[src/design/fdf_pkg.sv]
// fdf_pkg: widths, alarm codes and command codes for the flood duplicate filter.
// No dependencies; imported by fdf_history and the top level flood_duplicate_filter.
`timescale 1ns / 1ps
`default_nettype none
package fdf_pkg;

	localparam int ID_CHARS   = 4;
	localparam int CODE_CHARS = 3;
	localparam int ID_W       = 14;   // up to 9999
	localparam int CODE_W     = 10;   // up to 999

	localparam logic [CODE_W-1:0] CODE_ON  = CODE_W'(112);
	localparam logic [CODE_W-1:0] CODE_OFF = CODE_W'(110);

	localparam logic [1:0] CMD_NONE = 2'd0;
	localparam logic [1:0] CMD_ON   = 2'd1;
	localparam logic [1:0] CMD_OFF  = 2'd2;

	// lookup and update request into the history ring
	typedef struct packed {
		logic            upd;   // message leaves stage 1 this cycle
		logic [ID_W-1:0] id;
	} hist_req_t;

endpackage
`default_nettype wire

[src/design/fdf_ascii_dec.sv]
// fdf_ascii_dec: ASCII decimal to binary, stops at the first non-digit.
// Depends on nothing outside itself.
`timescale 1ns / 1ps
`default_nettype none
module fdf_ascii_dec #(
	parameter int NCHARS = 4,
	parameter int VAL_W  = 14
) (
	input  wire logic [8*NCHARS-1:0] chars,   // first character in top byte
	output logic      [VAL_W-1:0]    value
);

	always_comb begin
		logic [VAL_W-1:0] acc;
		logic             run;
		logic [7:0]       ch;
		acc = '0;
		run = 1'b1;
		for (int k = 0; k < NCHARS; k++) begin
			ch = chars[8*(NCHARS-1-k) +: 8];
			if (run && (ch inside {[8'h30:8'h39]})) begin
				acc = VAL_W'(acc * 10) + VAL_W'(ch - 8'h30);
			end else begin
				run = 1'b0;
			end
		end
		value = acc;
	end

endmodule
`default_nettype wire

[src/design/fdf_history.sv]
// fdf_history: ring of recently seen IDs with valid bits, parallel match and head pointer.
// Depends on fdf_pkg.
`timescale 1ns / 1ps
`default_nettype none
module fdf_history
	import fdf_pkg::*;
#(
	parameter int HISTORY_DEPTH = 10
) (
	input  wire logic      clk,
	input  wire logic      arst_n,
	input  wire hist_req_t req,
	output logic           hit
);

	localparam int HEAD_W = (HISTORY_DEPTH > 1) ? $clog2(HISTORY_DEPTH) : 1;
	localparam logic [HEAD_W-1:0] HEAD_LAST = HEAD_W'(HISTORY_DEPTH - 1);

	logic [ID_W-1:0]          id_q [HISTORY_DEPTH];
	logic [HISTORY_DEPTH-1:0] valid_q;
	logic [HEAD_W-1:0]        head_q;
	logic [HISTORY_DEPTH-1:0] match;

	always_comb begin
		for (int k = 0; k < HISTORY_DEPTH; k++) begin
			match[k] = valid_q[k] && (id_q[k] == req.id);
		end
	end

	assign hit = |match;

	// control: valid bits and head
	always_ff @(posedge clk or negedge arst_n) begin
		if (!arst_n) begin
			valid_q <= '0;
			head_q  <= '0;
		end else if (req.upd && !hit) begin
			valid_q[head_q] <= 1'b1;
			head_q          <= (head_q == HEAD_LAST) ? '0 : head_q + HEAD_W'(1);
		end
	end

	// stored IDs, no reset: read only behind a valid bit
	always_ff @(posedge clk) begin
		if (req.upd && !hit) begin
			id_q[head_q] <= req.id;
		end
	end

endmodule
`default_nettype wire

[src/design/flood_duplicate_filter.sv]
// flood_duplicate_filter: top level, stream ports, stage-1 register and result register.
// Depends on fdf_pkg, fdf_ascii_dec and fdf_history.
`timescale 1ns / 1ps
`default_nettype none
// Duplicate suppression for flooded alarm messages. Each input transfer carries
// a four-character ASCII message ID and a three-character ASCII alarm code; both
// are read as decimal, stopping at the first non-digit (a leading non-digit
// gives 0). The ID is matched against the last HISTORY_DEPTH distinct IDs. A hit
// yields is_duplicate and leaves everything unchanged; a miss stores the ID,
// sets rebroadcast and applies the alarm code (112 LED on, 110 LED off). Valid
// bits are cleared at reset, so ID 0 is not a false duplicate. Throughput is one
// transfer per cycle while m_tready stays high. There are two register stages
// (stage-1 register, then the match/update cycle into the result register): an
// input transfer is captured in the stage-1 register and then moves into the
// result register, which drives m_tvalid.
// The history is updated on the same edge the result is registered, so the next
// message already sees it. When the result is not taken, one more transfer is
// still accepted into an empty stage 1; after that s_tready stays low until
// m_tready returns, and it follows m_tready in the same cycle.
module flood_duplicate_filter
	import fdf_pkg::*;
#(
	parameter int HISTORY_DEPTH = 10   // 2..64 entries
) (
	input  wire logic        clk,
	input  wire logic        arst_n,
	// input stream
	input  wire logic        s_tvalid,
	output logic             s_tready,
	input  wire logic [55:0] s_tdata,    // [31:0] id_chars, [55:32] alarm_chars
	// result stream
	output logic             m_tvalid,
	input  wire logic        m_tready,
	output logic [7:0]       m_tdata     // [0] is_duplicate, [1] rebroadcast,
	                                     // [3:2] alarm_command, [4] alarm_led, [7:5] zero
);

	logic [8*ID_CHARS-1:0]   id_chars_s1;
	logic [8*CODE_CHARS-1:0] alarm_chars_s1;
	logic                    valid_s1;

	logic                    out_valid_q;
	logic                    dup_q;
	logic [1:0]              cmd_q;
	logic                    led_q;      // LED state, also the alarm_led field

	logic [ID_W-1:0]   id_val;
	logic [CODE_W-1:0] code_val;
	logic              adv;              // result register can load
	logic              fire_s1;          // stage-1 message moves to result
	logic              hit;
	hist_req_t         hreq;
	logic [1:0]        cmd_next;
	logic              led_next;

	assign adv      = !out_valid_q || m_tready;
	assign fire_s1  = valid_s1 && adv;
	assign s_tready = !valid_s1 || adv;

	// stage 1: capture the raw characters
	always_ff @(posedge clk or negedge arst_n) begin
		if (!arst_n) begin
			valid_s1 <= 1'b0;
		end else if (s_tready) begin
			valid_s1 <= s_tvalid;
		end
	end

	always_ff @(posedge clk) begin
		if (s_tready && s_tvalid) begin
			id_chars_s1    <= s_tdata[31:0];
			alarm_chars_s1 <= s_tdata[55:32];
		end
	end

	fdf_ascii_dec #(.NCHARS(ID_CHARS), .VAL_W(ID_W)) u_id_dec (
		.chars (id_chars_s1),
		.value (id_val)
	);

	fdf_ascii_dec #(.NCHARS(CODE_CHARS), .VAL_W(CODE_W)) u_code_dec (
		.chars (alarm_chars_s1),
		.value (code_val)
	);

	assign hreq.upd = fire_s1;
	assign hreq.id  = id_val;

	fdf_history #(.HISTORY_DEPTH(HISTORY_DEPTH)) u_hist (
		.clk    (clk),
		.arst_n (arst_n),
		.req    (hreq),
		.hit    (hit)
	);

	// alarm command applies only to new messages
	always_comb begin
		cmd_next = CMD_NONE;
		led_next = led_q;
		if (!hit) begin
			if (code_val == CODE_ON) begin
				cmd_next = CMD_ON;
				led_next = 1'b1;
			end else if (code_val == CODE_OFF) begin
				cmd_next = CMD_OFF;
				led_next = 1'b0;
			end
		end
	end

	// result register
	always_ff @(posedge clk or negedge arst_n) begin
		if (!arst_n) begin
			out_valid_q <= 1'b0;
			led_q       <= 1'b0;
		end else if (adv) begin
			out_valid_q <= valid_s1;
			if (valid_s1) begin
				led_q <= led_next;
			end
		end
	end

	always_ff @(posedge clk) begin
		if (fire_s1) begin
			dup_q <= hit;
			cmd_q <= cmd_next;
		end
	end

	assign m_tvalid = out_valid_q;
	assign m_tdata  = {3'b000, led_q, cmd_q, !dup_q, dup_q};

endmodule
`default_nettype wire

[config.mk]
export PLATFORM = sky130hd
export DESIGN_NAME = flood_duplicate_filter
export DESIGN_NICKNAME = d
export VERILOG_FILES = /design/src/design/fdf_pkg.sv /design/src/design/fdf_ascii_dec.sv /design/src/design/fdf_history.sv /design/src/design/flood_duplicate_filter.sv
export SDC_FILE = /design/constraint.sdc
export NUM_CORES = 1
export LEC_CHECK = 0
export BUFFER_PORTS_ARGS = -buffer_cell sky130_fd_sc_hd__clkbuf_2
export CORE_MARGIN = 4
export CORE_UTILIZATION = 36
export CTS_CLUSTER_SIZE = 40
export DETAILED_ROUTE_END_ITERATION = 12
export SLEW_MARGIN = 20
export SYNTH_ARGS = -nofsm -noshare
export SYNTH_HDL_FRONTEND = slang
export SYNTH_SLANG_ARGS = --single-unit
export TNS_END_PERCENT = 10
[constraint.sdc]
create_clock -name clk -period 36.2 [get_ports clk]
set_clock_uncertainty 0.05 [all_clocks]
set_input_delay 7.24 -clock clk [delete_from_list [all_inputs] [get_ports clk]]
set_output_delay 7.24 -clock clk [all_outputs]
set_load 0.01 [all_outputs]
# Yosys cells after proc, flatten, opt, wreduce, memory -nomap -nowiden
# Memory sizes are Yosys's and may differ from the RTL's.
# Index checks and enable logic that the tools add are counted.
# Widths: inputs -> output; s select.
[word_totals]
ff_bits = 76
elab_cells = 117
input_bits = 60
output_inout_bits = 10
memories = 1
ram_bits = 140
[memory_table]
columns = ["memory", "depth", "word_bits", "read_ports", "rd_clocked_by_memory_dff", "wr", "line", "source"]
rows = [
  ["u_hist.id_q", 10, 14, 10, 0, 1, "fdf_history.sv:19", "logic [ID_W-1:0] id_q [HISTORY_DEPTH];"],
]
[classes]
n_eq_ne = 13
addsub = 13
order_cmp = 16
n_mux = 21
multipliers = 5
reduce_logical = 36
bitwise = 2
[op_table]
columns = ["operator", "count"]
rows = [
  ["$eq 14x14->1", 10],
  ["$sub 8x6->9 const B", 7],
  ["$ge 8x6->1 const B", 7],
  ["$le 8x6->1 const B", 7],
  ["$mux 14", 4],
  ["$add 14x14->14", 3],
  ["$mul 14x3->13 const B", 3],
  ["$mux 10", 3],
  ["$logic_and 1x1->1", 26],
  ["$add 10x10->10", 2],
  ["$eq 10x7->1 const B", 2],
  ["$mul 10x3->9 const B", 2],
  ["$mux 1", 11],
  ["$reduce_or 11->1", 1],
  ["$or 10x10->10", 1],
  ["$reduce_or 10->1", 1],
  ["$lt 4x5->1 const B", 1],
  ["$add 4x1->4 const B", 1],
  ["$demux 1 s4", 1],
  ["$eq 4x4->1 const B", 1],
  ["$ge 4x1->1 const B", 1],
  ["$logic_not 1->1", 4],
  ["$mux 4", 1],
  ["$reduce_and 4->1", 1],
  ["other kinds (4)", 5],
]

# Logic depth before layout (Yosys ltp)
# Gate-level depths: netlist (run 1).
[depth]
word_depth = 19
ltp_mapped = 55
ltp_nobuf = 49

# Modules after synthesis
# From an unflattened synthesis (run 1), not the netlist that was laid out.
[hier_totals]
cells_unflattened = 1245
hier_area_um2 = 14139.8
[by_module_without_submodules]
columns = ["mod", "cells_per_inst", "area_each_um2", "seq_area_each_um2", "instances"]
rows = [
  ["fdf_history", 408, 6537.5, 4554.4, 1],
  ["fdf_ascii_dec at u_id_dec", 526, 3907.5, 0.0, 1],
  ["flood_duplicate_filter", 85, 2013.2, 1846.8, 1],
  ["fdf_ascii_dec at u_code_dec", 226, 1681.6, 0.0, 1],
]

# Least setup slack after synthesis (run 1)
# Ideal clock, no wire load.
[synth_path]
path_type = "input port to output port"
startpoint = "in m_tready"
endpoint = "out s_tready"
required_ns = 28.910
path_buffers = 0
cell_stages = 1
path_slack_ns = 21.461
arrival_time_ns = 7.449
cell_sequence = "nand3b_1"
[synth_between]
elab_chain_cells = 2
[synth_rtl]
columns = ["element", "line", "source"]
rows = [
  ["start: declaration", "flood_duplicate_filter.sv:33", "input wire logic m_tready,"],
  ["$logic_or 1x1->1", "flood_duplicate_filter.sv:56", "assign adv = !out_valid_q || m_tready;"],
  ["$logic_or 1x1->1", "flood_duplicate_filter.sv:58", "assign s_tready = !valid_s1 || adv;"],
  ["end: declaration", "flood_duplicate_filter.sv:29", "output logic s_tready,"],
]
# No other way between the ends.

# Worst setup path in the final report (run 1)
# Same ends and word-level chain as after synthesis.

==> results of run 1 <==
==> layer usage <==
layer / vias to the layer above / GRT usage [%]
li1: 6185 / -
met1: 6359 / 25.3
met2: 457 / 30.5
met3: 93 / 2.72
met4: 0 / 6.41
met5: - / 0
==> area by class of cell <==
| class | instances | area [µm²] | share of cell area, % |
|---|---|---|---|
| sequential | 216 | 6400 | 35.3 |
| multi-input combinational | 1246 | 9340 | 51.5 |
| timing repair buffer | 83 | 458 | 2.53 |
| tap | 592 | 741 | 4.08 |
| inverter | 84 | 315 | 1.74 |
| clock inverter | 20 | 215 | 1.19 |
| clock buffer | 28 | 668 | 3.68 |
==> sequential cells by signal (all words and copies together), names as in the netlist <==
signal          cells
cmd_q               2
dup_q               1
u_hist.head_q       4
u_hist.valid_q     10
valid_s1            1
m_tvalid            1
u_hist.id_q       140
led_q               1
id_chars_s1        32
alarm_chars_s1     24
==> logic make-up (layout without fill, tap and decap cells) <==
logic type | after synthesis | count (layout) | share of synthesized area (%)
buffers and inverters | 140 | 215 | 3.59
XOR/XNOR | 183 | 183 | 10.0
flip-flops | 216 | 216 | 39.3
adder cells (fa/ha/maj) | 144 | 144 | 11.5
AND/OR/NAND/NOR | 460 | 460 | 15.6
multiplexers | 26 | 26 | 1.66
AO/OA/AOI/OAI | 430 | 430 | 18.3
other | 1 | 3 | 0.0230
==> critical path: cells and delay by family <==
| kind | cells | cell delay, ns |
|---|---|---|
| AND/OR/NAND/NOR | 1 | 0.18 |
| buffers and inverters | 2 | 0.23 |
==> worst max-delay path by stage <==
stage                        start  endpoint
after floorplan           m_tready  s_tready
after global placement    m_tready  s_tready
after detailed placement  m_tready  s_tready
after CTS                 m_tready  s_tready
after global routing      m_tready  s_tready
final                     m_tready  s_tready
==> cells in the final DEF, fill, tap and decap left out, types with 7 or more instances in the layout <==
cell / n
inv_1: 83
or3_1: 15
nor4_1: 21
nand4_1: 23
o41ai_1: 7
o21bai_1: 8
nor2_1: 100
o2111ai_1: 11
xnor2_1: 110
a31oi_1: 14
nand2_1: 71
or4_1: 15
nor3_1: 34
clkbuf_16: 26
a21o_1: 32
o211ai_1: 8
nand3_1: 36
or2_1: 12
and3_1: 21
nor2b_1: 16
o21ai_0: 79
a2111oi_0: 9
clkbuf_2: 66
nand3b_1: 10
o31ai_1: 7
xor2_1: 71
and2_1: 21
a21oi_1: 110
nand2b_1: 19
fa_1: 10
ha_1: 134
a21boi_0: 10
a211o_1: 9
a211oi_1: 26
buf_4: 17
dfrtp_1: 17
edfxtp_1: 199
o32ai_1: 9
mux2i_1: 20
==> per-stage QoR <==
step / worst slack, ns / power, W
6_report: 21.25 / 0.000691
4_1_cts: 21.25 / 0.000696
5_1_grt: 21.21 / 0.000722
2_1_floorplan: 21.46 / 0.000395
3_5_place_dp: 21.26 / 0.000431
3_3_place_gp: 21.26 / 0.000428
==> power by group through the flow <==
stage | clock (W) | sequential (W) | combinational (W)
after floorplan | 0 | 0.000308 | 0.0000871
after global placement | 0 | 0.000314 | 0.000114
after detailed placement | 0 | 0.000315 | 0.000116
after CTS | 0.000269 | 0.000310 | 0.000117
after global routing | 0.000280 | 0.000313 | 0.000130
final | 0.000263 | 0.000310 | 0.000118
==> flow_summary.html, run 1 <==
<table>
<tr><th>Metric</th><th>Value</th></tr>
<tr><th colspan="2">Timing</th></tr>
<tr><td>Fin. Hold Viols</td><td>0</td></tr>
<tr><td>Maximum clock rate</td><td>66.9 MHz</td></tr>
<tr><td>Number of failing setup endpoints in the final timing report</td><td>0</td></tr>
<tr><td>Transition at the pin with the smallest max-transition slack</td><td>between 1 and 1.5 ns</td></tr>
<tr><td>Worst Hold Slack</td><td>between 0.4 and 0.5 ns</td></tr>
<tr><td>Remaining max-slew budget at the tightest pin</td><td>between 20 and 30%</td></tr>
<tr><td>TNS Setup</td><td>0 ns</td></tr>
<tr><td>Final critical path time including I/O delays and setup</td><td>14.95 ns</td></tr>
<tr><td>Final Slew Violations</td><td>0</td></tr>
<tr><td>RSZ-0062 raised after global routing</td><td>no</td></tr>
<tr><td>Post-route fraction of the period consumed by the critical path</td><td>approximately 41%</td></tr>
<tr><th colspan="2">Layout</th></tr>
<tr><td>Diode insertion count for antenna repair</td><td>0</td></tr>
<tr><td>Cell Count, Final, Fillers Out</td><td>2,269</td></tr>
<tr><td>Share of layout cells above drive strength 1</td><td>between 10% and 20%</td></tr>
<tr><td>Synth-to-Final Area Change</td><td>11.3%</td></tr>
<tr><td>Final core utilization</td><td>40.7%</td></tr>
<tr><td>Post-route cell area</td><td>0.0181 mm²</td></tr>
<tr><td>Fill cells</td><td>~4,300</td></tr>
<tr><td>Net total in the final layout</td><td>about 1,900</td></tr>
<tr><th colspan="2">GRT</th></tr>
<tr><td>Maximum number of pins on one net before global-route repair</td><td>57</td></tr>
<tr><td>GR Util All Layers</td><td>18.6%</td></tr>
<tr><td>Wire length of the first global-routing pass</td><td>a little over 70,000 µm</td></tr>
<tr><td>Remaining global-route overflow</td><td>0</td></tr>
<tr><td>Vias in the first global route</td><td>12,753</td></tr>
<tr><td>Number of antenna violations at the first check in global routing</td><td>0</td></tr>
<tr><th colspan="2">Pwr</th></tr>
<tr><td>Leakage</td><td>roughly 7.2 nW</td></tr>
<tr><td>Internal power of the cells</td><td>0.000492 W</td></tr>
<tr><td>Clk pwr share</td><td>a little under two fifths</td></tr>
<tr><td>Switching power</td><td>0.000199 W</td></tr>
<tr><td>Net switching fraction of the power</td><td>28.8%</td></tr>
<tr><td>Portion of total power attributed to combinational logic</td><td>17.1%</td></tr>
<tr><td>Power per cell area</td><td>38.1 mW/mm²</td></tr>
<tr><td>Sequential share of power</td><td>44.9%</td></tr>
<tr><td>Worst ir drop on vdd</td><td>between 30 and 40 µV</td></tr>
<tr><th colspan="2">Synth</th></tr>
<tr><td>Post-synth EDFFs</td><td>199</td></tr>
<tr><td>Average footprint of a synthesized cell</td><td>10.2 µm²</td></tr>
<tr><td>Post-synth top area share</td><td>36.7%</td></tr>
<tr><td>Ys Warns</td><td>0</td></tr>
<tr><td>Cell with the most instances after synthesis</td><td>edfxtp_1</td></tr>
<tr><td>Most numerous cell types in the synthesized netlist</td><td>199 x edfxtp_1, 134 x ha_1, 111 x a21oi_1, 110 x xnor2_1, 100 x nor2_1</td></tr>
<tr><td>Library cell occupying the most area in the post-synthesis netlist</td><td>edfxtp_1</td></tr>
<tr><td>Sequential share of the synthesized area</td><td>between 30 and 40%</td></tr>
<tr><td>Netlist area before placement</td><td>0.0163 mm²</td></tr>
<tr><td>Main synth FF type</td><td>edfxtp_1</td></tr>
<tr><td>Number of synthesized register bits</td><td>216</td></tr>
<tr><td>Number of standard cells after synthesis</td><td>1,600</td></tr>
<tr><td>Async set-or-reset flop fraction in the synthesized netlist</td><td>7.87%</td></tr>
<tr><td>Top area cells in the synthesized netlist</td><td>edfxtp_1 37%, ha_1 10%, xnor2_1 5.9%</td></tr>
<tr><td>Synth unique cells</td><td>104</td></tr>
<tr><th colspan="2">Run</th></tr>
<tr><td>Max cap viols</td><td>0</td></tr>
<tr><th colspan="2">Clock network</th></tr>
<tr><td>CTS sink count</td><td>approximately 220</td></tr>
<tr><td>Number of H-tree levels</td><td>1</td></tr>
<tr><td>Root Driver</td><td>clkbuf_16</td></tr>
<tr><td>Post-CTS Repair Setup Buffers</td><td>0</td></tr>
<tr><td>Hold buffer count at cts</td><td>0</td></tr>
<tr><td>TritonCTS clock tree</td><td>done</td></tr>
<tr><td>Clock slew at the register clock pins of the worst setup and hold paths</td><td>0.06 ns</td></tr>
<tr><td>Number of CTS-inserted buffers</td><td>26</td></tr>
<tr><td>Latest clock arrival within the worst-skew pair</td><td>approximately 0.57 ns</td></tr>
<tr><td>Bufs on Longest Clock Path</td><td>3</td></tr>
<tr><td>Quantity of gates resized following cts</td><td>0</td></tr>
<tr><th colspan="2">Critical path</th></tr>
<tr><td>Worst reg2reg path endpoint</td><td>u_hist.id_q[2][1]</td></tr>
<tr><td>Largest fanout on the critical path</td><td>3</td></tr>
<tr><td>Classification of the worst setup path</td><td>in -&gt; out</td></tr>
<tr><td>Worst-path cell chain</td><td>clkbuf_2, nand3b_1, clkbuf_2</td></tr>
<tr><td>Worst reg2reg setup slack</td><td>roughly 23 ns</td></tr>
<tr><td>Category of the worst setup path launch point</td><td>input pin</td></tr>
<tr><td>Type of destination of the critical path</td><td>output port</td></tr>
<tr><td>Highest-delay cell along the critical path</td><td>nand3b_1</td></tr>
<tr><td>R2R depth</td><td>41</td></tr>
<tr><td>Most repeated library cell on the critical path</td><td>clkbuf_2</td></tr>
<tr><td>R2R Path Start</td><td>id_chars_s1[28]</td></tr>
<tr><td>Req. time, crit path</td><td>28.91 ns</td></tr>
<tr><td>Arr. time, crit path</td><td>7.66 ns</td></tr>
<tr><td>Critical path's largest stage delay</td><td>0.18 ns</td></tr>
<tr><th colspan="2">Route</th></tr>
<tr><td>First-pass iteration count of the detailed router</td><td>5</td></tr>
<tr><td>DRC violation count after routing</td><td>0</td></tr>
<tr><td>Met2 routed WL</td><td>21,000 µm</td></tr>
<tr><td>Vias per std cell</td><td>5.77</td></tr>
<tr><td>Final wirelength</td><td>45,900 µm</td></tr>
<tr><td>Count of antenna-violating nets left after detailed routing</td><td>0</td></tr>
<tr><td>Amount of wire on met3 after detailed routing</td><td>3160 µm</td></tr>
<tr><td>Metal1 wirelength</td><td>just over 20,000 µm</td></tr>
<tr><td>Uppermost signal routing layer after detailed routing</td><td>met4</td></tr>
<tr><td>Avg WL per Cell</td><td>20.2 µm</td></tr>
<tr><td>Iteration-0 DRC count of the detailed router</td><td>approximately 1,300</td></tr>
<tr><td>Total vias in the final route</td><td>13,094</td></tr>
<tr><th colspan="2">Placed design</th></tr>
<tr><td># port buffers</td><td>66</td></tr>
<tr><td>Total instance count after detailed placement</td><td>2,221</td></tr>
<tr><td>Post-Place Cell Area</td><td>0.0173 mm²</td></tr>
<tr><td>Routability congestion estimate from global placement</td><td>0.917</td></tr>
<tr><td>Detailed Place HPWL</td><td>34,700 µm</td></tr>
<tr><th colspan="2">Floorplanning</th></tr>
<tr><td>Height of the die</td><td>221 µm</td></tr>
<tr><td>Area of the die</td><td>0.0487 mm²</td></tr>
<tr><td>Effective utilization at floorplan</td><td>roughly 37%</td></tr>
<tr><td>Area of the placeable core</td><td>0.0445 mm²</td></tr>
<tr><td>Chip Width</td><td>221 µm</td></tr>
<tr><td>I/O pin total</td><td>70</td></tr>
<tr><td>Placement Rows</td><td>between 70 and 80</td></tr>
<tr><th colspan="2">Worst hold path</th></tr>
<tr><td>Count of cells along the worst hold path</td><td>1</td></tr>
<tr><td>Capture endpoint of the worst hold path</td><td>u_hist.valid_q[6]</td></tr>
<tr><td>Hold Path Class</td><td>reg -&gt; reg</td></tr>
<tr><td>Critical hold path startpoint</td><td>u_hist.valid_q[6]</td></tr>
<tr><th colspan="2">Outcome</th></tr>
<tr><td>Outcome</td><td>completed</td></tr>
</table>
Note: power is estimated with default switching activity, not from simulation.
==> run 2: changes to the inputs <==
ABC_AREA = 1   (was unset)
clock period = 14.7 ns   (was 36.2 ns; I/O delays follow)
==> run 2 against run 1 <==
Largest cell class unchanged. Via count shrank 12%. Flip-flop and latch count unchanged. Global-route usage fell by 3.9 points. Final cell count is 4.9% higher. Critical path depth up 56. Sequential share of layout area increased by 2.8 points. Clock-buffer cell count shrank 1. Worst hold slack better by 0.0029 ns. Highest routed layer unchanged.
==> flow_summary.html, run 2 <==
<table>
<tr><th>Metric</th><th>Value</th></tr>
<tr><th colspan="2">Synth</th></tr>
<tr><td>Library cell occupying the most area in the post-synthesis netlist</td><td>edfxtp_1 (unchanged)</td></tr>
<tr><td>Cell with the most instances after synthesis</td><td>nand2_1 (was edfxtp_1)</td></tr>
<tr><td>Sequential share of the synthesized area</td><td>42.3% (was 39.3%)</td></tr>
<tr><td>Average footprint of a synthesized cell</td><td>8.60 µm² (was 10.2 µm²)</td></tr>
<tr><td>Number of synthesized register bits</td><td>216 (unchanged)</td></tr>
<tr><td>Most numerous cell types in the synthesized netlist</td><td>392 x nand2_1, 254 x inv_1, 199 x edfxtp_1, 171 x nor2_1, 134 x ha_1 (was 199 x edfxtp_1, 134 x ha_1, 111 x a21oi_1, 110 x xnor2_1, 100 x nor2_1)</td></tr>
<tr><td>Synth unique cells</td><td>51 (was 104)</td></tr>
<tr><td>Async set-or-reset flop fraction in the synthesized netlist</td><td>7.87% (unchanged)</td></tr>
<tr><td>Ys Warns</td><td>0 (unchanged)</td></tr>
<tr><td>Post-synth EDFFs</td><td>199 (unchanged)</td></tr>
<tr><td>Main synth FF type</td><td>edfxtp_1 (unchanged)</td></tr>
<tr><td>Netlist area before placement</td><td>0.0151 mm² (was 0.0163 mm²)</td></tr>
<tr><td>Post-synth top area share</td><td>39.5% (was 36.7%)</td></tr>
<tr><td>Top area cells in the synthesized netlist</td><td>edfxtp_1 40%, ha_1 11%, nand2_1 9.7% (was edfxtp_1 37%, ha_1 10%, xnor2_1 5.9%)</td></tr>
<tr><td>Number of standard cells after synthesis</td><td>1,759 (was 1,600)</td></tr>
<tr><th colspan="2">Clock network</th></tr>
<tr><td>Number of H-tree levels</td><td>1 (unchanged)</td></tr>
<tr><td>Bufs on Longest Clock Path</td><td>3 (unchanged)</td></tr>
<tr><td>Latest clock arrival within the worst-skew pair</td><td>0.52 ns (was 0.57 ns)</td></tr>
<tr><td>Root Driver</td><td>clkbuf_16 (unchanged)</td></tr>
<tr><td>Hold buffer count at cts</td><td>0 (unchanged)</td></tr>
<tr><td>Number of CTS-inserted buffers</td><td>24 (was 26)</td></tr>
<tr><td>Clock slew at the register clock pins of the worst setup and hold paths</td><td>0.06 ns (about the same)</td></tr>
<tr><td>Post-CTS Repair Setup Buffers</td><td>0 (unchanged)</td></tr>
<tr><td>Quantity of gates resized following cts</td><td>0 (unchanged)</td></tr>
<tr><td>CTS sink count</td><td>216 (unchanged)</td></tr>
<tr><td>TritonCTS clock tree</td><td>done (unchanged)</td></tr>
<tr><th colspan="2">Layout</th></tr>
<tr><td>Register containing the most flip-flops in the final layout</td><td>u_hist.id_q (unchanged)</td></tr>
<tr><td>Post-route cell area</td><td>0.0168 mm² (was 0.0181 mm²)</td></tr>
<tr><td>Largest regs</td><td>u_hist.id_q (140), id_chars_s1 (32), alarm_chars_s1 (24) (unchanged)</td></tr>
<tr><td>Net total in the final layout</td><td>2,035 (was 1,861)</td></tr>
<tr><td>Total area of multi-input combinational cells</td><td>0.00754 mm² (was 0.00934 mm²)</td></tr>
<tr><td>Diode insertion count for antenna repair</td><td>0 (unchanged)</td></tr>
<tr><td>Share of layout cells above drive strength 1</td><td>9.36% (was 10.6%)</td></tr>
<tr><td>Cell Count, Final, Fillers Out</td><td>2,380 (was 2,269)</td></tr>
<tr><td>Fill cells</td><td>4,052 (was 4,349)</td></tr>
<tr><td>Max reg flops</td><td>140 (unchanged)</td></tr>
<tr><td>Most common cell after layout, fill and taps aside</td><td>nand2_1 (was edfxtp_1)</td></tr>
<tr><td>Synth-to-Final Area Change</td><td>11.0% (was 11.3%)</td></tr>
<tr><td>Commonest cells after routing, fill and taps aside</td><td>392 x nand2_1, 253 x inv_1, 199 x edfxtp_1 (was 199 x edfxtp_1, 134 x ha_1, 110 x a21oi_1, 110 x xnor2_1, 100 x nor2_1)</td></tr>
<tr><td>Sequential cell area</td><td>0.00640 mm² (unchanged)</td></tr>
<tr><th colspan="2">Floorplanning</th></tr>
<tr><td>Area of the placeable core</td><td>0.0412 mm² (was 0.0445 mm²)</td></tr>
<tr><td>Height of the die</td><td>213 µm (was 221 µm)</td></tr>
<tr><td>Effective utilization at floorplan</td><td>36.7% (was 36.6%)</td></tr>
<tr><td>Chip Width</td><td>213 µm (was 221 µm)</td></tr>
<tr><td>Area of the die</td><td>0.0454 mm² (was 0.0487 mm²)</td></tr>
<tr><td>Placement Rows</td><td>74 (was 77)</td></tr>
<tr><td>I/O pin total</td><td>70 (unchanged)</td></tr>
<tr><th colspan="2">Timing</th></tr>
<tr><td>Maximum clock rate</td><td>89.3 MHz</td></tr>
<tr><td>Fin. Hold Viols</td><td>0 (unchanged)</td></tr>
<tr><td>Post-route fraction of the period consumed by the critical path</td><td>76.2%</td></tr>
<tr><td>Final Slew Violations</td><td>0 (unchanged)</td></tr>
<tr><td>Worst Hold Slack</td><td>0.421 ns (was 0.418 ns)</td></tr>
<tr><td>RSZ-0062 raised after global routing</td><td>no (unchanged)</td></tr>
<tr><td>TNS Setup</td><td>0 ns (unchanged)</td></tr>
<tr><td>Transition at the pin with the smallest max-transition slack</td><td>0.903 ns (was 1.08 ns)</td></tr>
<tr><td>Number of failing setup endpoints in the final timing report</td><td>0 (unchanged)</td></tr>
<tr><td>Final critical path time including I/O delays and setup</td><td>11.20 ns</td></tr>
<tr><td>Remaining max-slew budget at the tightest pin</td><td>39.6% (was 28.2%)</td></tr>
<tr><th colspan="2">Critical path</th></tr>
<tr><td>Critical path depth</td><td>59 (was 3)</td></tr>
<tr><td>Worst path buffer plus inverter count</td><td>11 (was 2)</td></tr>
<tr><td>Highest-delay cell along the critical path</td><td>nor2_2 (was nand3b_1)</td></tr>
<tr><td>Classification of the worst setup path</td><td>reg -&gt; reg (was in -&gt; out)</td></tr>
<tr><td>Type of destination of the critical path</td><td>flip-flop (was output port)</td></tr>
<tr><td>Category of the worst setup path launch point</td><td>flip-flop (was input pin)</td></tr>
<tr><td>Critical path's largest stage delay</td><td>0.63 ns (was 0.18 ns)</td></tr>
<tr><td>Most repeated library cell on the critical path</td><td>nand2_1 (was clkbuf_2)</td></tr>
<tr><td>R2R Path Start</td><td>id_chars_s1[28] (unchanged)</td></tr>
<tr><td>Worst reg2reg path endpoint</td><td>u_hist.id_q[9][8] (was u_hist.id_q[2][1])</td></tr>
<tr><td>Largest fanout on the critical path</td><td>22 (was 3)</td></tr>
<tr><td>Worst reg2reg setup slack</td><td>3.50 ns (was 22.65 ns)</td></tr>
<tr><td>Arr. time, crit path</td><td>11.30 ns (was 7.66 ns)</td></tr>
<tr><td>Req. time, crit path</td><td>14.80 ns (was 28.91 ns)</td></tr>
<tr><td>R2R depth</td><td>59 (was 41)</td></tr>
<tr><td>Crit path max-delay family</td><td>simple AND/OR/NAND/NOR gates (was buffers and inverters)</td></tr>
<tr><th colspan="2">GRT</th></tr>
<tr><td>Wire length of the first global-routing pass</td><td>54,900 µm (was 71,100 µm)</td></tr>
<tr><td>GR Util All Layers</td><td>14.7% (was 18.6%)</td></tr>
<tr><td>Vias in the first global route</td><td>11,134 (was 12,753)</td></tr>
<tr><td>Remaining global-route overflow</td><td>0 (unchanged)</td></tr>
<tr><td>Number of antenna violations at the first check in global routing</td><td>0 (unchanged)</td></tr>
<tr><td>Maximum number of pins on one net before global-route repair</td><td>57 (unchanged)</td></tr>
<tr><th colspan="2">Pwr</th></tr>
<tr><td>Worst ir drop on vdd</td><td>95.2 µV (was 35.3 µV)</td></tr>
<tr><td>Leakage</td><td>8.01 nW (was 7.23 nW)</td></tr>
<tr><td>Overall power of the completed layout</td><td>0.00162 W (was 0.000691 W)</td></tr>
<tr><td>Power per cell area</td><td>96.8 mW/mm² (was 38.1 mW/mm²)</td></tr>
<tr><th colspan="2">Worst hold path</th></tr>
<tr><td>Count of cells along the worst hold path</td><td>1 (unchanged)</td></tr>
<tr><td>Critical hold path startpoint</td><td>u_hist.valid_q[5] (was u_hist.valid_q[6])</td></tr>
<tr><td>Hold Path Class</td><td>reg -&gt; reg (unchanged)</td></tr>
<tr><td>Capture endpoint of the worst hold path</td><td>u_hist.valid_q[5] (was u_hist.valid_q[6])</td></tr>
<tr><th colspan="2">Route</th></tr>
<tr><td>DRC violation count after routing</td><td>0 (unchanged)</td></tr>
<tr><td>Total vias in the final route</td><td>11,508 (was 13,094)</td></tr>
<tr><td>Count of antenna-violating nets left after detailed routing</td><td>0 (unchanged)</td></tr>
<tr><td>Iteration-0 DRC count of the detailed router</td><td>608 (was 1,276)</td></tr>
<tr><td>First-pass iteration count of the detailed router</td><td>7 (was 5)</td></tr>
<tr><td>Avg WL per Cell</td><td>14.0 µm (was 20.2 µm)</td></tr>
<tr><td>Vias per std cell</td><td>4.84 (was 5.77)</td></tr>
<tr><td>Final wirelength</td><td>33,300 µm (was 45,900 µm)</td></tr>
<tr><th colspan="2">Placed design</th></tr>
<tr><td>Routability congestion estimate from global placement</td><td>0.868 (was 0.917)</td></tr>
<tr><td>Total instance count after detailed placement</td><td>2,337 (was 2,221)</td></tr>
<tr><td>Detailed Place HPWL</td><td>25,600 µm (was 34,700 µm)</td></tr>
<tr><td># port buffers</td><td>66 (unchanged)</td></tr>
<tr><td>Post-Place Cell Area</td><td>0.0160 mm² (was 0.0173 mm²)</td></tr>
<tr><th colspan="2">Run</th></tr>
<tr><td>Max cap viols</td><td>0 (unchanged)</td></tr>
<tr><th colspan="2">Outcome</th></tr>
<tr><td>Outcome</td><td>completed (unchanged)</td></tr>
</table>
run 2: cell types whose count changed in the layout (fill, tap and decap cells not counted), moves of 24 or more:
cell      delta
nor2_1      +67
nand3_1     +90
a21oi_1     -38
nor3_1      -24
inv_1      +170
a211oi_1    -24
nand2_1    +321
a21o_1      -27
xnor2_1     -47
run 2: cell type report:
class	instances	area share, %
Clock buffer	27	3.64
Clock inverter	16	1.16
Inverter	262	5.87
Multi-Input combinational cell	1254	44.9
Sequential cell	216	38.1
Tap cell	532	3.97
Timing Repair Buffer	73	2.28
run 2: cells by family (layout without fill, tap and decap cells):
group	Yosys count	count (layout)	share of synthesized area [%]
adder cells (fa/ha/maj)	144	144	12.4
flip-flops	216	216	42.3
AND/OR/NAND/NOR	790	790	22.9
other	1	3	0.0248
buffers and inverters	291	378	7.92
XOR/XNOR	119	119	6.89
AO/OA/AOI/OAI	198	198	7.50
run 2: where the power goes:
part / switching (W) / internal, W
Sequential: 0.0000332 / 0.000736
Clock: 0.000239 / 0.000370
Combinational: 0.000157 / 0.0000889
Total: 0.000429 / 0.00120
run 2: worst register-to-register path, delay by kind of cell, from the launching register on:
kind	cells	cell delay, ns
AO/OA/AOI/OAI	7	1.40
adder cells (fa/ha/maj)	10	3.16
buffers and inverters	11	0.99
AND/OR/NAND/NOR	29	4.47
XOR/XNOR	2	0.32
flip-flops	1	0.43
run 2: metal layers:
| layer | GRT usage, % | part of all wire [%] | vias to the layer above |
|---|---|---|---|
| li1 | - | - | 5955 |
| met1 | 19.8 | 47 | 5327 |
| met2 | 25.8 | 48 | 180 |
| met3 | 1.45 | 2.9 | 46 |
| met4 | 3.51 | 2.1 | 0 |
| met5 | 0 | 0 | - |
run 2: per-stage QoR:
step	setup WS, ns	util [%]
final	3.50	40.7
after global placement	3.60	38.8
after floorplan	5.16	-
after global routing	2.33	40.7
after CTS	3.15	40.7
after detailed placement	3.18	38.8
run 2: how the worst max path moves through the flow:
stage | start | to
floorplan | id_chars_s1[28] | u_hist.id_q[0][0]
global placement | id_chars_s1[28] | u_hist.id_q[9][12]
detailed placement | id_chars_s1[28] | u_hist.id_q[9][11]
CTS | id_chars_s1[28] | u_hist.id_q[9][4]
global route | id_chars_s1[28] | u_hist.id_q[9][5]
finish | id_chars_s1[28] | u_hist.id_q[9][8]
==> run 3: changes to the inputs <==
ABC_AREA = 0   (was 1)
clock period = 11.64 ns   (was 14.7 ns; I/O delays follow)
==> run 3 against run 2 <==
Clock-buffer cell count is 1 higher. Largest cell class unchanged. Cell area is 10% higher. Die area is 7.4% higher. First-iteration DRC count is 110% higher. Clock power is 32% higher. Via count is 17% higher. Core utilization is 0.73 points higher.
==> flow_summary.html, run 3 (same netlist as run 1, synthesis figures left out) <==
<table>
<tr><th>Metric</th><th>Value</th></tr>
<tr><th colspan="2">Critical path</th></tr>
<tr><td>R2R Path Start</td><td>id_chars_s1[28] (unchanged)</td></tr>
<tr><td>Req. time, crit path</td><td>12.02 ns (was 14.80 ns)</td></tr>
<tr><td>Worst reg2reg setup slack</td><td>0.53 ns (was 3.50 ns)</td></tr>
<tr><td>R2R depth</td><td>45 (was 59)</td></tr>
<tr><td>Arr. time, crit path</td><td>11.49 ns (was 11.30 ns)</td></tr>
<tr><td>Most repeated library cell on the critical path</td><td>ha_1 (was nand2_1)</td></tr>
<tr><td>Largest fanout on the critical path</td><td>15 (was 22)</td></tr>
<tr><td>Worst reg2reg path endpoint</td><td>u_hist.valid_q[3] (was u_hist.id_q[9][8])</td></tr>
<tr><td>Type of destination of the critical path</td><td>flip-flop (unchanged)</td></tr>
<tr><td>Category of the worst setup path launch point</td><td>flip-flop (unchanged)</td></tr>
<tr><td>Classification of the worst setup path</td><td>reg -&gt; reg (unchanged)</td></tr>
<tr><td>Highest-delay cell along the critical path</td><td>or4b_2 (was nor2_2)</td></tr>
<tr><td>Critical path's largest stage delay</td><td>0.67 ns (was 0.63 ns)</td></tr>
<tr><th colspan="2">Layout</th></tr>
<tr><td>Max reg flops</td><td>140 (unchanged)</td></tr>
<tr><td>Most common cell after layout, fill and taps aside</td><td>edfxtp_1 (was nand2_1)</td></tr>
<tr><td>Commonest cells after routing, fill and taps aside</td><td>199 x edfxtp_1, 131 x ha_1, 110 x xnor2_1 (was 392 x nand2_1, 253 x inv_1, 199 x edfxtp_1)</td></tr>
<tr><td>Synth-to-Final Area Change</td><td>13.3% (was 11.0%)</td></tr>
<tr><td>Fill cells</td><td>4,374 (was 4,052)</td></tr>
<tr><td>Diode insertion count for antenna repair</td><td>0 (unchanged)</td></tr>
<tr><td>Share of layout cells above drive strength 1</td><td>13.1% (was 9.36%)</td></tr>
<tr><td>Register containing the most flip-flops in the final layout</td><td>u_hist.id_q (unchanged)</td></tr>
<tr><td>Largest regs</td><td>u_hist.id_q (140), id_chars_s1 (32), alarm_chars_s1 (24) (unchanged)</td></tr>
<tr><td>Net total in the final layout</td><td>1,892 (was 2,035)</td></tr>
<tr><th colspan="2">Clock network</th></tr>
<tr><td>Hold buffer count at cts</td><td>0 (unchanged)</td></tr>
<tr><td>Root Driver</td><td>clkbuf_16 (unchanged)</td></tr>
<tr><td>CTS sink count</td><td>216 (unchanged)</td></tr>
<tr><td>Clock slew at the register clock pins of the worst setup and hold paths</td><td>0.06 ns (about the same)</td></tr>
<tr><td>TritonCTS clock tree</td><td>done (unchanged)</td></tr>
<tr><td>Bufs on Longest Clock Path</td><td>3 (unchanged)</td></tr>
<tr><td>Latest clock arrival within the worst-skew pair</td><td>0.57 ns (was 0.52 ns)</td></tr>
<tr><td>Number of CTS-inserted buffers</td><td>24 (unchanged)</td></tr>
<tr><td>Number of H-tree levels</td><td>1 (unchanged)</td></tr>
<tr><th colspan="2">GRT</th></tr>
<tr><td>Maximum number of pins on one net before global-route repair</td><td>57 (unchanged)</td></tr>
<tr><td>Wire length of the first global-routing pass</td><td>75,500 µm (was 54,900 µm)</td></tr>
<tr><td>Remaining global-route overflow</td><td>0 (unchanged)</td></tr>
<tr><td>GR Util All Layers</td><td>20.1% (was 14.7%)</td></tr>
<tr><td>Vias in the first global route</td><td>12,969 (was 11,134)</td></tr>
<tr><td>Number of antenna violations at the first check in global routing</td><td>0 (unchanged)</td></tr>
<tr><th colspan="2">Outcome</th></tr>
<tr><td>Outcome</td><td>completed (unchanged)</td></tr>
<tr><th colspan="2">Placed design</th></tr>
<tr><td># port buffers</td><td>66 (unchanged)</td></tr>
<tr><td>Routability congestion estimate from global placement</td><td>0.952 (was 0.868)</td></tr>
<tr><td>Detailed Place HPWL</td><td>37,400 µm (was 25,600 µm)</td></tr>
<tr><td>Worst setup slack before clock tree synthesis</td><td>0.0524 ns (was 3.18 ns)</td></tr>
<tr><th colspan="2">Floorplanning</th></tr>
<tr><td>Area of the die</td><td>0.0487 mm² (was 0.0454 mm²)</td></tr>
<tr><td>Placement Rows</td><td>77 (was 74)</td></tr>
<tr><td>I/O pin total</td><td>70 (unchanged)</td></tr>
<tr><td>Area of the placeable core</td><td>0.0445 mm² (was 0.0412 mm²)</td></tr>
<tr><td>Height of the die</td><td>221 µm (was 213 µm)</td></tr>
<tr><td>Chip Width</td><td>221 µm (was 213 µm)</td></tr>
<tr><td>Effective utilization at floorplan</td><td>36.6% (was 36.7%)</td></tr>
<tr><th colspan="2">Pwr</th></tr>
<tr><td>Clk pwr share</td><td>37.3% (was 37.5%)</td></tr>
<tr><td>Net switching fraction of the power</td><td>28.4% (was 26.4%)</td></tr>
<tr><td>Overall power of the completed layout</td><td>0.00216 W (was 0.00162 W)</td></tr>
<tr><td>Portion of total power attributed to combinational logic</td><td>17.9% (was 15.1%)</td></tr>
<tr><td>Leakage</td><td>7.40 nW (was 8.01 nW)</td></tr>
<tr><td>Worst ir drop on vdd</td><td>124 µV (was 95.2 µV)</td></tr>
<tr><td>Switching power</td><td>0.000613 W (was 0.000429 W)</td></tr>
<tr><td>Sequential share of power</td><td>44.8% (was 47.4%)</td></tr>
<tr><td>Power per cell area</td><td>117 mW/mm² (was 96.8 mW/mm²)</td></tr>
<tr><td>Internal power of the cells</td><td>0.00155 W (was 0.00120 W)</td></tr>
<tr><th colspan="2">Route</th></tr>
<tr><td>First-pass iteration count of the detailed router</td><td>5 (was 7)</td></tr>
<tr><td>Total vias in the final route</td><td>13,423 (was 11,508)</td></tr>
<tr><td>Final wirelength</td><td>49,600 µm (was 33,300 µm)</td></tr>
<tr><td>Avg WL per Cell</td><td>21.6 µm (was 14.0 µm)</td></tr>
<tr><td>DRC violation count after routing</td><td>0 (unchanged)</td></tr>
<tr><td>Count of antenna-violating nets left after detailed routing</td><td>0 (unchanged)</td></tr>
<tr><td>Vias per std cell</td><td>5.84 (was 4.84)</td></tr>
<tr><td>Iteration-0 DRC count of the detailed router</td><td>1,265 (was 608)</td></tr>
<tr><th colspan="2">Worst hold path</th></tr>
<tr><td>Critical hold path startpoint</td><td>u_hist.valid_q[2] (was u_hist.valid_q[5])</td></tr>
<tr><td>Capture endpoint of the worst hold path</td><td>u_hist.valid_q[2] (was u_hist.valid_q[5])</td></tr>
<tr><td>Count of cells along the worst hold path</td><td>1 (unchanged)</td></tr>
<tr><td>Hold Path Class</td><td>reg -&gt; reg (unchanged)</td></tr>
<tr><th colspan="2">Run</th></tr>
<tr><td>Max cap viols</td><td>0 (unchanged)</td></tr>
<tr><th colspan="2">Timing</th></tr>
<tr><td>Post-route fraction of the period consumed by the critical path</td><td>95.4% (was 76.2%)</td></tr>
<tr><td>TNS Setup</td><td>0 ns (unchanged)</td></tr>
<tr><td>Number of failing setup endpoints in the final timing report</td><td>0 (unchanged)</td></tr>
<tr><td>Remaining max-slew budget at the tightest pin</td><td>26.2% (was 39.6%)</td></tr>
<tr><td>Final Slew Violations</td><td>0 (unchanged)</td></tr>
<tr><td>Worst setup slack after layout</td><td>0.531 ns (was 3.50 ns)</td></tr>
<tr><td>Maximum clock rate</td><td>90.0 MHz (was 89.3 MHz)</td></tr>
<tr><td>Worst Hold Slack</td><td>0.413 ns (was 0.421 ns)</td></tr>
<tr><td>Final critical path time including I/O delays and setup</td><td>11.11 ns (was 11.20 ns)</td></tr>
<tr><td>Fin. Hold Viols</td><td>0 (unchanged)</td></tr>
<tr><td>Transition at the pin with the smallest max-transition slack</td><td>1.10 ns (was 0.903 ns)</td></tr>
</table>
==> run 3: changes by cell type in the layout (fill, tap and decap cells not counted), sizes merged, moves of 20 or more <==
| cell | change |
|---|---|
| nand2 | -339 |
| inv | -173 |
| nand3 | -97 |
| nor2 | -74 |
| xnor2 | +47 |
| buf | +43 |
| a21oi | +40 |
| nor3 | +29 |
| a211oi | +28 |
| a21o | +28 |
| and3 | +21 |
| mux2i | +21 |
| and2 | +20 |
| nor4 | +20 |
==> run 3: area by class of cell <==
class | count | area (µm²) | share of cell area (%)
Sequential cell | 216 | 6400 | 34.7
Inverter | 84 | 315 | 1.71
Multi-Input combinational cell | 1246 | 9450 | 51.2
Tap cell | 592 | 741 | 4.01
Clock buffer | 28 | 626 | 3.39
Clock inverter | 16 | 218 | 1.18
Timing Repair Buffer | 116 | 706 | 3.82
==> run 3: critical path: cells and delay by family (launching register included) <==
family                     cells  cell delay (ns)
buffers and inverters          4             0.64
and+or+nand+nor               16             3.27
AOI/OAI and AO/OA             12             2.85
xor gates and xnor gates       4             0.70
DFF                            1             0.39
adders and majority gates      9             3.04
==> run 3: routing by layer <==
layer / GRT usage, % / routed length (µm)
met5: 0 / 0
met4: 7.07 / 2000
met3: 3.97 / 4180
met2: 33.4 / 22700
met1: 26.2 / 20800
==> run 3: worst max path at each step <==
| stage | from | cells after the start | to | slack [ns] |
|---|---|---|---|---|
| final | id_chars_s1[28] | 45 | u_hist.valid_q[3] | 0.53 |
| after global routing | id_chars_s1[28] | 45 | u_hist.valid_q[3] | -0.02 |
| after CTS | id_chars_s1[29] | 45 | u_hist.valid_q[3] | 0.03 |
| after detailed placement | id_chars_s1[29] | 45 | u_hist.valid_q[3] | 0.05 |
| after global placement | id_chars_s1[29] | 45 | u_hist.valid_q[3] | 0.44 |
| after floorplan | id_chars_s1[29] | 50 | u_hist.valid_q[1] | 0.09 |
==> run 3: power groups by stage <==
stage | Sequential, W | Combinational, W | Clock [W]
CTS | 0.000969 | 0.000376 | 0.000824
floorplan | 0.000959 | 0.000271 | 0
detailed placement | 0.000984 | 0.000373 | 0
finish | 0.000969 | 0.000386 | 0.000806
global placement | 0.000983 | 0.000368 | 0
global route | 0.000974 | 0.000422 | 0.000862
==> run 3: what timing repair did <==
item,CTS,global route
endpoints found under the setup margin,0,158
gates resized for setup,0,28
setup buffers,0,5
==> run 3: through the flow <==
step	utilization [%]	instances	area [µm²]
after floorplan	-	1602	16300
after global placement	39.2	2249	17500
after detailed placement	39.2	2249	17500
after CTS	41.1	2293	18300
after global routing	41.5	2298	18500
final	41.5	2298	18500
